===== src/sv/assert_macros.svh =====
// assertion helpers for the rtl
`ifndef ASSERT_MACROS_SVH
`define ASSERT_MACROS_SVH

`ifndef NO_ASSERTIONS
// checked on every edge out of reset
`define UPQ_ASSERT(label, prop, msg) \
    label: assert property (@(posedge i_clk) disable iff (!i_rst_n) prop) else $error(msg);
// checked on every edge, reset included
`define UPQ_ASSERT_ALWAYS(label, prop, msg) \
    label: assert property (@(posedge i_clk) prop) else $error(msg);
`else
`define UPQ_ASSERT(label, prop, msg)
`define UPQ_ASSERT_ALWAYS(label, prop, msg)
`endif

`endif


===== src/sv/upq_pkg.sv =====
package upq_pkg;

    localparam int CAPACITY_DEF = 64;
    localparam int DATA_W       = 32;
    localparam int OCC_W        = 7;

    typedef enum logic [1:0] {
        ACT_ENQ  = 2'd0,
        ACT_DEQ  = 2'd1,
        ACT_PEEK = 2'd2,
        ACT_NOP  = 2'd3
    } t_action;

    typedef enum logic [1:0] {
        ST_OK    = 2'd0,
        ST_FULL  = 2'd1,
        ST_EMPTY = 2'd2
    } t_status;

    typedef enum logic [1:0] {
        S_IDLE,
        S_SCAN,
        S_FINISH
    } t_state;

endpackage


===== src/sv/unsorted_array_priority_queue_core.sv =====
// channel    dir  tdata (low bit up)                                  tuser
// s_axis     in   item_value[31:0], item_priority[63:32]              action[1:0]
// m_axis     out  out_value[31:0], out_priority[63:32],               status[1:0]
//                 occupancy[70:64], zero fill [71]
//
// enqueue, no-op and any request on an empty queue answer in the cycle after the beat
// dequeue and peek scan the queue: one memory read per held entry through the
// registered read port, then the finish state answers and (dequeue) writes back
// one item is in flight at a time; s_axis is ready when idle and the result
// register is free or being emptied
// i_rst_n is synchronous and active low; it empties the queue, memory is not cleared
// a stalled m_axis holds its beat; the queue takes no new item until it moves on
`include "assert_macros.svh"

module unsorted_array_priority_queue_core #(
    parameter int CAPACITY = upq_pkg::CAPACITY_DEF
) (
    input  logic        i_clk,
    input  logic        i_rst_n,
    input  logic        i_s_axis_tvalid,
    output logic        o_s_axis_tready,
    input  logic [63:0] i_s_axis_tdata,   // item_value, item_priority
    input  logic [1:0]  i_s_axis_tuser,   // action
    output logic        o_m_axis_tvalid,
    input  logic        i_m_axis_tready,
    output logic [71:0] o_m_axis_tdata,   // out_value, out_priority, occupancy, zero fill
    output logic [1:0]  o_m_axis_tuser    // status
);

    localparam int AW = (CAPACITY > 1) ? $clog2(CAPACITY) : 1;
    localparam int CW = $clog2(CAPACITY + 1);
    localparam int DW = upq_pkg::DATA_W;
    localparam int OW = upq_pkg::OCC_W;

    // entries are kept packed in slots 0 .. count-1: a dequeue fills its hole
    // with the last entry, so no per-slot valid bit is needed
    logic [2*DW-1:0] r_mem [CAPACITY];

    upq_pkg::t_state  r_state, n_state;
    upq_pkg::t_action r_op;
    upq_pkg::t_action in_action;

    logic [CW-1:0]   r_count, n_count;
    logic [CW-1:0]   r_ptr;       // next scan read address
    logic            r_rvalid;    // read data present this cycle
    logic [AW-1:0]   r_ridx;      // slot of the read data
    logic [2*DW-1:0] r_rdata;
    logic [AW-1:0]   r_best_idx;
    logic [2*DW-1:0] r_best;      // {priority, value} of the best so far
    logic [2*DW-1:0] r_last;      // entry in the highest occupied slot

    logic            r_m_valid;
    upq_pkg::t_status r_m_status;
    logic [DW-1:0]   r_m_value;
    logic [DW-1:0]   r_m_prio;
    logic [OW-1:0]   r_m_occ;

    logic            s_accept;
    logic            full;
    logic            empty;
    logic            fast_op;     // answered straight from the beat
    logic            scan_start;
    logic            rd_en;
    logic [AW-1:0]   rd_addr;
    logic            wr_en;
    logic [AW-1:0]   wr_addr;
    logic [2*DW-1:0] wr_data;
    logic [CW-1:0]   count_m1;
    logic [AW-1:0]   last_idx;
    logic            last_beat;
    logic            take;
    logic            load_fast;
    logic            load_scan;
    logic [CW+OW-1:0] occ_ext;

    assign in_action = upq_pkg::t_action'(i_s_axis_tuser);
    assign o_s_axis_tready = (r_state == upq_pkg::S_IDLE) && (!r_m_valid || i_m_axis_tready);
    assign s_accept = i_s_axis_tvalid && o_s_axis_tready;

    assign full  = (r_count >= CW'(CAPACITY));
    assign empty = (r_count == '0);

    assign scan_start = s_accept && !empty &&
                        ((in_action == upq_pkg::ACT_DEQ) || (in_action == upq_pkg::ACT_PEEK));
    assign fast_op    = s_accept && !scan_start;

    assign count_m1  = r_count - 1'b1;
    assign last_idx  = count_m1[AW-1:0];
    assign last_beat = r_rvalid && (r_ridx == last_idx);

    // best key: lowest signed priority, then highest signed value
    always_comb begin
        take = (r_ridx == '0);
        if ($signed(r_rdata[2*DW-1:DW]) < $signed(r_best[2*DW-1:DW])) begin
            take = 1'b1;
        end else if ((r_rdata[2*DW-1:DW] == r_best[2*DW-1:DW]) &&
                     ($signed(r_rdata[DW-1:0]) > $signed(r_best[DW-1:0]))) begin
            take = 1'b1;
        end
    end

    // next state
    always_comb begin
        n_state = r_state;
        case (r_state)
            upq_pkg::S_IDLE: begin
                if (scan_start) begin
                    n_state = upq_pkg::S_SCAN;
                end
            end
            upq_pkg::S_SCAN: begin
                if (last_beat) begin
                    n_state = upq_pkg::S_FINISH;
                end
            end
            upq_pkg::S_FINISH: begin
                n_state = upq_pkg::S_IDLE;
            end
            default: begin
                n_state = upq_pkg::S_IDLE;
            end
        endcase
    end

    // state outputs: memory ports, count update, result loads
    always_comb begin
        rd_en     = 1'b0;
        rd_addr   = r_ptr[AW-1:0];
        wr_en     = 1'b0;
        wr_addr   = r_count[AW-1:0];
        wr_data   = {i_s_axis_tdata[2*DW-1:DW], i_s_axis_tdata[DW-1:0]};
        n_count   = r_count;
        load_fast = 1'b0;
        load_scan = 1'b0;
        case (r_state)
            upq_pkg::S_IDLE: begin
                load_fast = fast_op;
                if (s_accept && (in_action == upq_pkg::ACT_ENQ) && !full) begin
                    wr_en   = 1'b1;
                    n_count = r_count + 1'b1;
                end
            end
            upq_pkg::S_SCAN: begin
                rd_en = (r_ptr != r_count);
            end
            upq_pkg::S_FINISH: begin
                load_scan = 1'b1;
                if (r_op == upq_pkg::ACT_DEQ) begin
                    wr_en   = 1'b1;
                    wr_addr = r_best_idx;
                    wr_data = r_last;
                    n_count = count_m1;
                end
            end
            default: begin
                rd_en = 1'b0;
            end
        endcase
    end

    // occupancy is the count folded to seven bits
    assign occ_ext = {{OW{1'b0}}, n_count};

    // entry memory: one write port, one registered read port
    always_ff @(posedge i_clk) begin
        if (wr_en) begin
            r_mem[wr_addr] <= wr_data;
        end
        if (rd_en) begin
            r_rdata <= r_mem[rd_addr];
        end
    end

    // control
    always_ff @(posedge i_clk) begin
        if (!i_rst_n) begin
            r_state   <= upq_pkg::S_IDLE;
            r_count   <= '0;
            r_ptr     <= '0;
            r_rvalid  <= 1'b0;
            r_m_valid <= 1'b0;
        end else begin
            r_state  <= n_state;
            r_count  <= n_count;
            r_rvalid <= rd_en;
            if (scan_start) begin
                r_ptr <= '0;
            end else if (rd_en) begin
                r_ptr <= r_ptr + 1'b1;
            end
            if (load_fast || load_scan) begin
                r_m_valid <= 1'b1;
            end else if (i_m_axis_tready) begin
                r_m_valid <= 1'b0;
            end
        end
    end

    // scan and result payload
    always_ff @(posedge i_clk) begin
        if (scan_start) begin
            r_op <= in_action;
        end
        if (rd_en) begin
            r_ridx <= r_ptr[AW-1:0];
        end
        if (r_rvalid && take) begin
            r_best     <= r_rdata;
            r_best_idx <= r_ridx;
        end
        if (last_beat) begin
            r_last <= r_rdata;
        end
        if (load_fast) begin
            r_m_value <= '0;
            r_m_prio  <= '0;
            r_m_occ   <= occ_ext[OW-1:0];
            if ((in_action == upq_pkg::ACT_ENQ) && full) begin
                r_m_status <= upq_pkg::ST_FULL;
            end else if ((in_action == upq_pkg::ACT_DEQ) || (in_action == upq_pkg::ACT_PEEK)) begin
                r_m_status <= upq_pkg::ST_EMPTY;
            end else begin
                r_m_status <= upq_pkg::ST_OK;
            end
        end else if (load_scan) begin
            r_m_value  <= r_best[DW-1:0];
            r_m_prio   <= r_best[2*DW-1:DW];
            r_m_occ    <= occ_ext[OW-1:0];
            r_m_status <= upq_pkg::ST_OK;
        end
    end

    assign o_m_axis_tvalid = r_m_valid;
    assign o_m_axis_tdata  = {1'b0, r_m_occ, r_m_prio, r_m_value};
    assign o_m_axis_tuser  = r_m_status;

    `UPQ_ASSERT(a_count_bound, r_count <= CW'(CAPACITY), "entry count beyond capacity")
    `UPQ_ASSERT(a_ptr_bound, (r_state == upq_pkg::S_SCAN) |-> (r_ptr <= r_count), "scan pointer past count")
    `UPQ_ASSERT(a_rvalid_scan, r_rvalid |-> (r_state == upq_pkg::S_SCAN), "read data outside scan")
    `UPQ_ASSERT(a_best_held, (r_state == upq_pkg::S_FINISH) |-> (CW'(r_best_idx) < r_count), "best slot not occupied")
    `UPQ_ASSERT(a_deq_count, ((r_state == upq_pkg::S_FINISH) && (r_op == upq_pkg::ACT_DEQ)) |=> (r_count == $past(count_m1)), "dequeue did not drop count")

endmodule

===== config.mk =====
export PLATFORM = sky130hd
export DESIGN_NAME = unsorted_array_priority_queue_core
export DESIGN_NICKNAME = d
export VERILOG_FILES = /design/src/sv/upq_pkg.sv /design/src/sv/unsorted_array_priority_queue_core.sv
export VERILOG_INCLUDE_DIRS = /design/src /design/src/sv
export SDC_FILE = /design/constraint.sdc
export NUM_CORES = 2
export LEC_CHECK = 0
export ABC_AREA = 1
export BUFFER_PORTS_ARGS = -buffer_cell sky130_fd_sc_hd__buf_2
export CAP_MARGIN = 20
export CORE_MARGIN = 2
export CORE_UTILIZATION = 55
export CTS_CLUSTER_DIAMETER = 120
export DETAILED_ROUTE_END_ITERATION = 12
export PLACE_DENSITY = 0.76
export SKIP_LAST_GASP = 1
export SYNTH_ARGS = -nofsm -noshare
export SYNTH_HDL_FRONTEND = slang
export SYNTH_SLANG_ARGS = --single-unit

===== constraint.sdc =====
create_clock -name i_clk -period 17.82 [get_ports i_clk]
set_input_delay 0 -clock i_clk [delete_from_list [all_inputs] [get_ports i_clk]]
set_output_delay 0 -clock i_clk [all_outputs]
set_load 0.03 [all_outputs]

==> impl_metrics.py <==
metrics = {
    "outcome": {
        "status": "complete, no violations",
    },
    "route": {
        "wire_per_inst_um": 29.8,
        "route.detailed.drc": 0,
        "vias_per_cell": 6.68,
        "routed_wl_um": 515000,
        "via_count": 116000,
        "drtIter0Drc": 21800,
        "firstDrtPassIters": 10,
        "drtAntennaViolNets": 0,
    },
    "setup_path": {
        "cp_max_fo": 67,
        "critPathLaunchType": "register",
        "critical_path_class": "reg -> reg",
        "cp-end-kind": "register",
        "crit_arrival_ps": 6990,
        "r2r_slack_ps": 11330,
        "cp.required_ps": 18320,
        "rr_worst_depth": 11,
    },
    "timing": {
        "clock.fmax_mhz": 154,
        "setup-violations-final": 0,
        "hold_viol_final": 0,
        "final.setup.tns_ps": 0,
        "period_share_pct": 36.4,
        "slew-limit-headroom_pct": 15.7,
        "fin_hold_ws_ps": 49.8,
        "clock_skew_ps": 59.7,
        "maxSlewViolCount": 0,
        "worst_pin_slew_ps": 1260,
        "rsz0062_at_grt": "false",
        "fin_crit_ps": 6490,
    },
    "job": {
        "cap_violations": 0,
    },
    "clock_tree": {
        "cts_tree": "built",
        "cts-buffers-inserted": 408,
        "cts_buffer_depth": 4,
        "clock_sinks": 4393,
        "clkTransAtPathRegs_ps": 60,
        "clock_latency_ps": 930,
        "cts_root_buf": "clkbuf_16",
        "htree_levels": 5,
        "post_cts_resized": 0,
    },
    "placed_design": {
        "dp_hpwl_um": 263000,
        "place_congestion": 0.884,
        "dp.cells": 16500,
        "io_buffers": 144,
    },
    "floorplanning": {
        "die_y_um": 562,
        "placementRows": 204,
        "start_util_pct": 55.4,
        "core-area_um2": 309000,
        "io_pins": 146,
        "fp.dieW_um": 562,
        "die-area_um2": 316000,
    },
    "synthesis": {
        "syn_area_um2": 171000,
        "ys_seq_area_share_pct": 76.5,
        "yosys_warnings": 0,
        "ys_ff_latch": 4393,
        "synth_area_leader_cell": "edfxtp_1",
        "yosysUniqueCellTypes": 44,
        "syn_area_per_cell_um2": 13.3,
        "synthTopCellsByArea": "edfxtp_1 (76%), o21ai_0 (6.2%), nor2_1 (5.2%), o22ai_1 (2.2%), nand2_1 (2.1%)",
        "syn_inst": 12800,
        "async_flop_share_pct": 0,
        "synth-main-ff-cell": "edfxtp_1",
        "yosysTopAreaCellShare_pct": 75.6,
        "synth_fp_nets": 13000,
        "synth_edf_count": 4311,
    },
    "final_layout": {
        "n_fill_cell": 21700,
        "nNetsFinal": 13000,
        "drive_above_1_share_pct": 8.77,
        "area_growth_pct": 11.4,
        "multi_input_area_um2": 36700,
        "seqCellArea_um2": 131000,
        "final_core_util_pct": 61.7,
        "layout.cells.non_filler": 17300,
    },
    "grt": {
        "grt_overflow": 0,
        "grt_use_total_pct": 31.8,
        "grt_first_pass_wirelength_um": 736000,
        "antenna_found_initial": 23,
        "grt_pass1_vias": 108000,
        "grt_max_degree": 221,
    },
    "worst_hold_path": {
        "min_path_type": "in -> reg",
        "worstHoldPathCells": 4,
    },
    "power": {
        "irDropWorstVdd_mv": 0.0829,
        "p_leak_nw": 62.1,
        "cellPowerDensity_nw_per_um2": 109,
    },
}
-- layer usage --
| metal | routed length [µm] | track usage (%) |
|---|---|---|
| met2 | 226000 | 47.3 |
| met3 | 84900 | 9.70 |
| met5 | 449 | 0 |
| met4 | 28600 | 15.1 |
| met1 | 175000 | 43.0 |
-- where the power goes --
part / total, mW / internal [mW] / switching, mW
Clock: 8.84 / 5.04 / 3.80
Combinational: 0.607 / 0.139 / 0.468
Sequential: 11.4 / 11.4 / 0.0166
-- sequential cells by signal, summed over array words and instances (netlist names), 7 cells and up --
register	count
r_count	7
r_ptr	7
r_mem	4096
r_m_prio	32
r_m_value	32
r_m_occ	7
r_rdata	64
r_last	64
r_best	64
-- metrics by stage --
stage	worst slack (ps)	power, mW	cell area, µm²
6_report	11330	20.8	191000
5_1_grt	11210	21.2	191000
3_3_place_gp	11690	12.1	176000
2_1_floorplan	9600	11.9	171000
4_1_cts	11570	20.8	191000
3_5_place_dp	11600	12.2	177000
-- cell families after synthesis --
logic type                 Yosys count  share of synthesized area, %
DFF                               4393                          76.5
and+or+nand+nor                   3845                          8.89
AOI/OAI and AO/OA                 3496                          11.6
buffers and inverters             1030                          2.43
adders and majority gates           68                         0.497
xor gates and xnor gates            16                        0.0818
other                                1                       0.00219
-- cell usage after synthesis (2+ instances only) --
cell type     n
o21a_1        5
clkbuf_2      4
nor4_1        2
nor2_2        2
buf_1        53
o21ai_1       6
nand3_2       2
buf_4        11
xnor2_1       5
ha_1         68
o211a_1       2
inv_2        11
o21ai_0    2112
nand2_1     959
clkbuf_1    637
a21oi_1     265
xor2_1       11
nor4_2        2
nand3_1     444
nor3_1       10
and3_1        2
buf_2       195
inv_1       119
a21o_1        2
dfxtp_1      82
o221ai_1    246
nor2_1     2353
a31oi_1       8
edfxtp_1   4311
o21ai_2       3
nand4_1      64
o22ai_1     589
o211ai_1    253
-- worst max-delay path, stage by stage, from the launching register on --
cell and delay (ps):
dfxtp_1 420, inv_2 60, nor2_4 90, inv_2 30, buf_4 310, nor2_4 470
clkinv_2 680, o21ai_2 660, nand3_1 730, nor2_4 1160, buf_4 530, buf_4 800
-- layout by cell type (no fill, tap or decap), types with 6 or more instances in the layout --
cell type	Yosys	layout
edfxtp_1	4311	4311
nor2_1	2353	2291
o21ai_0	2112	2112
nand2_1	959	929
o22ai_1	589	589
nand3_1	444	444
clkbuf_16	0	417
a21oi_1	265	264
buf_4	11	256
o211ai_1	253	253
o221ai_1	246	246
buf_2	195	144
inv_1	119	113
clkinv_2	0	79
dfxtp_1	82	76
clkbuf_1	637	75
clkinv_1	0	74
ha_1	68	68
dlygate4sd3_1	0	68
nor2_4	1	64
nand4_1	64	64
bufinv_16	0	50
nand2_2	1	31
buf_12	0	31
clkinvlp_4	0	19
diode_2	0	11
xor2_1	11	11
nor3_1	10	8
inv_6	0	8
a31oi_1	8	8
clkinv_4	0	7
inv_2	11	6
inv_8	0	6
o21ai_1	6	6
-- final cells by class --
cell class              count  share of cell area, %
flip-flops and latches   4393                   68.7
clock inverters           245                   1.39
diodes                     11                 0.0144
clock buffers             497                   5.65
inverters                 130                  0.283
repair buffers            499                   2.07
well taps                4120                   2.70
multi-input cells        7426                   19.2
-- final timing paths --
| kind | endpoint | start |
|---|---|---|
| hold reg to reg | r_m_value[21] | r_m_value[21] |
| hold / removal | r_rvalid | i_rst_n |
| setup reg to reg | r_mem[38][27] | r_state[1] |
| setup / recovery | r_mem[38][27] | r_state[1] |
-- what timing repair did --
item / 4_1_cts / 5_1_grt
buffers inserted: 0 / 0
endpoints found under the hold margin: 3136 / 320
hold buffers: 63 / 5
(Power assumes the default switching activity.)
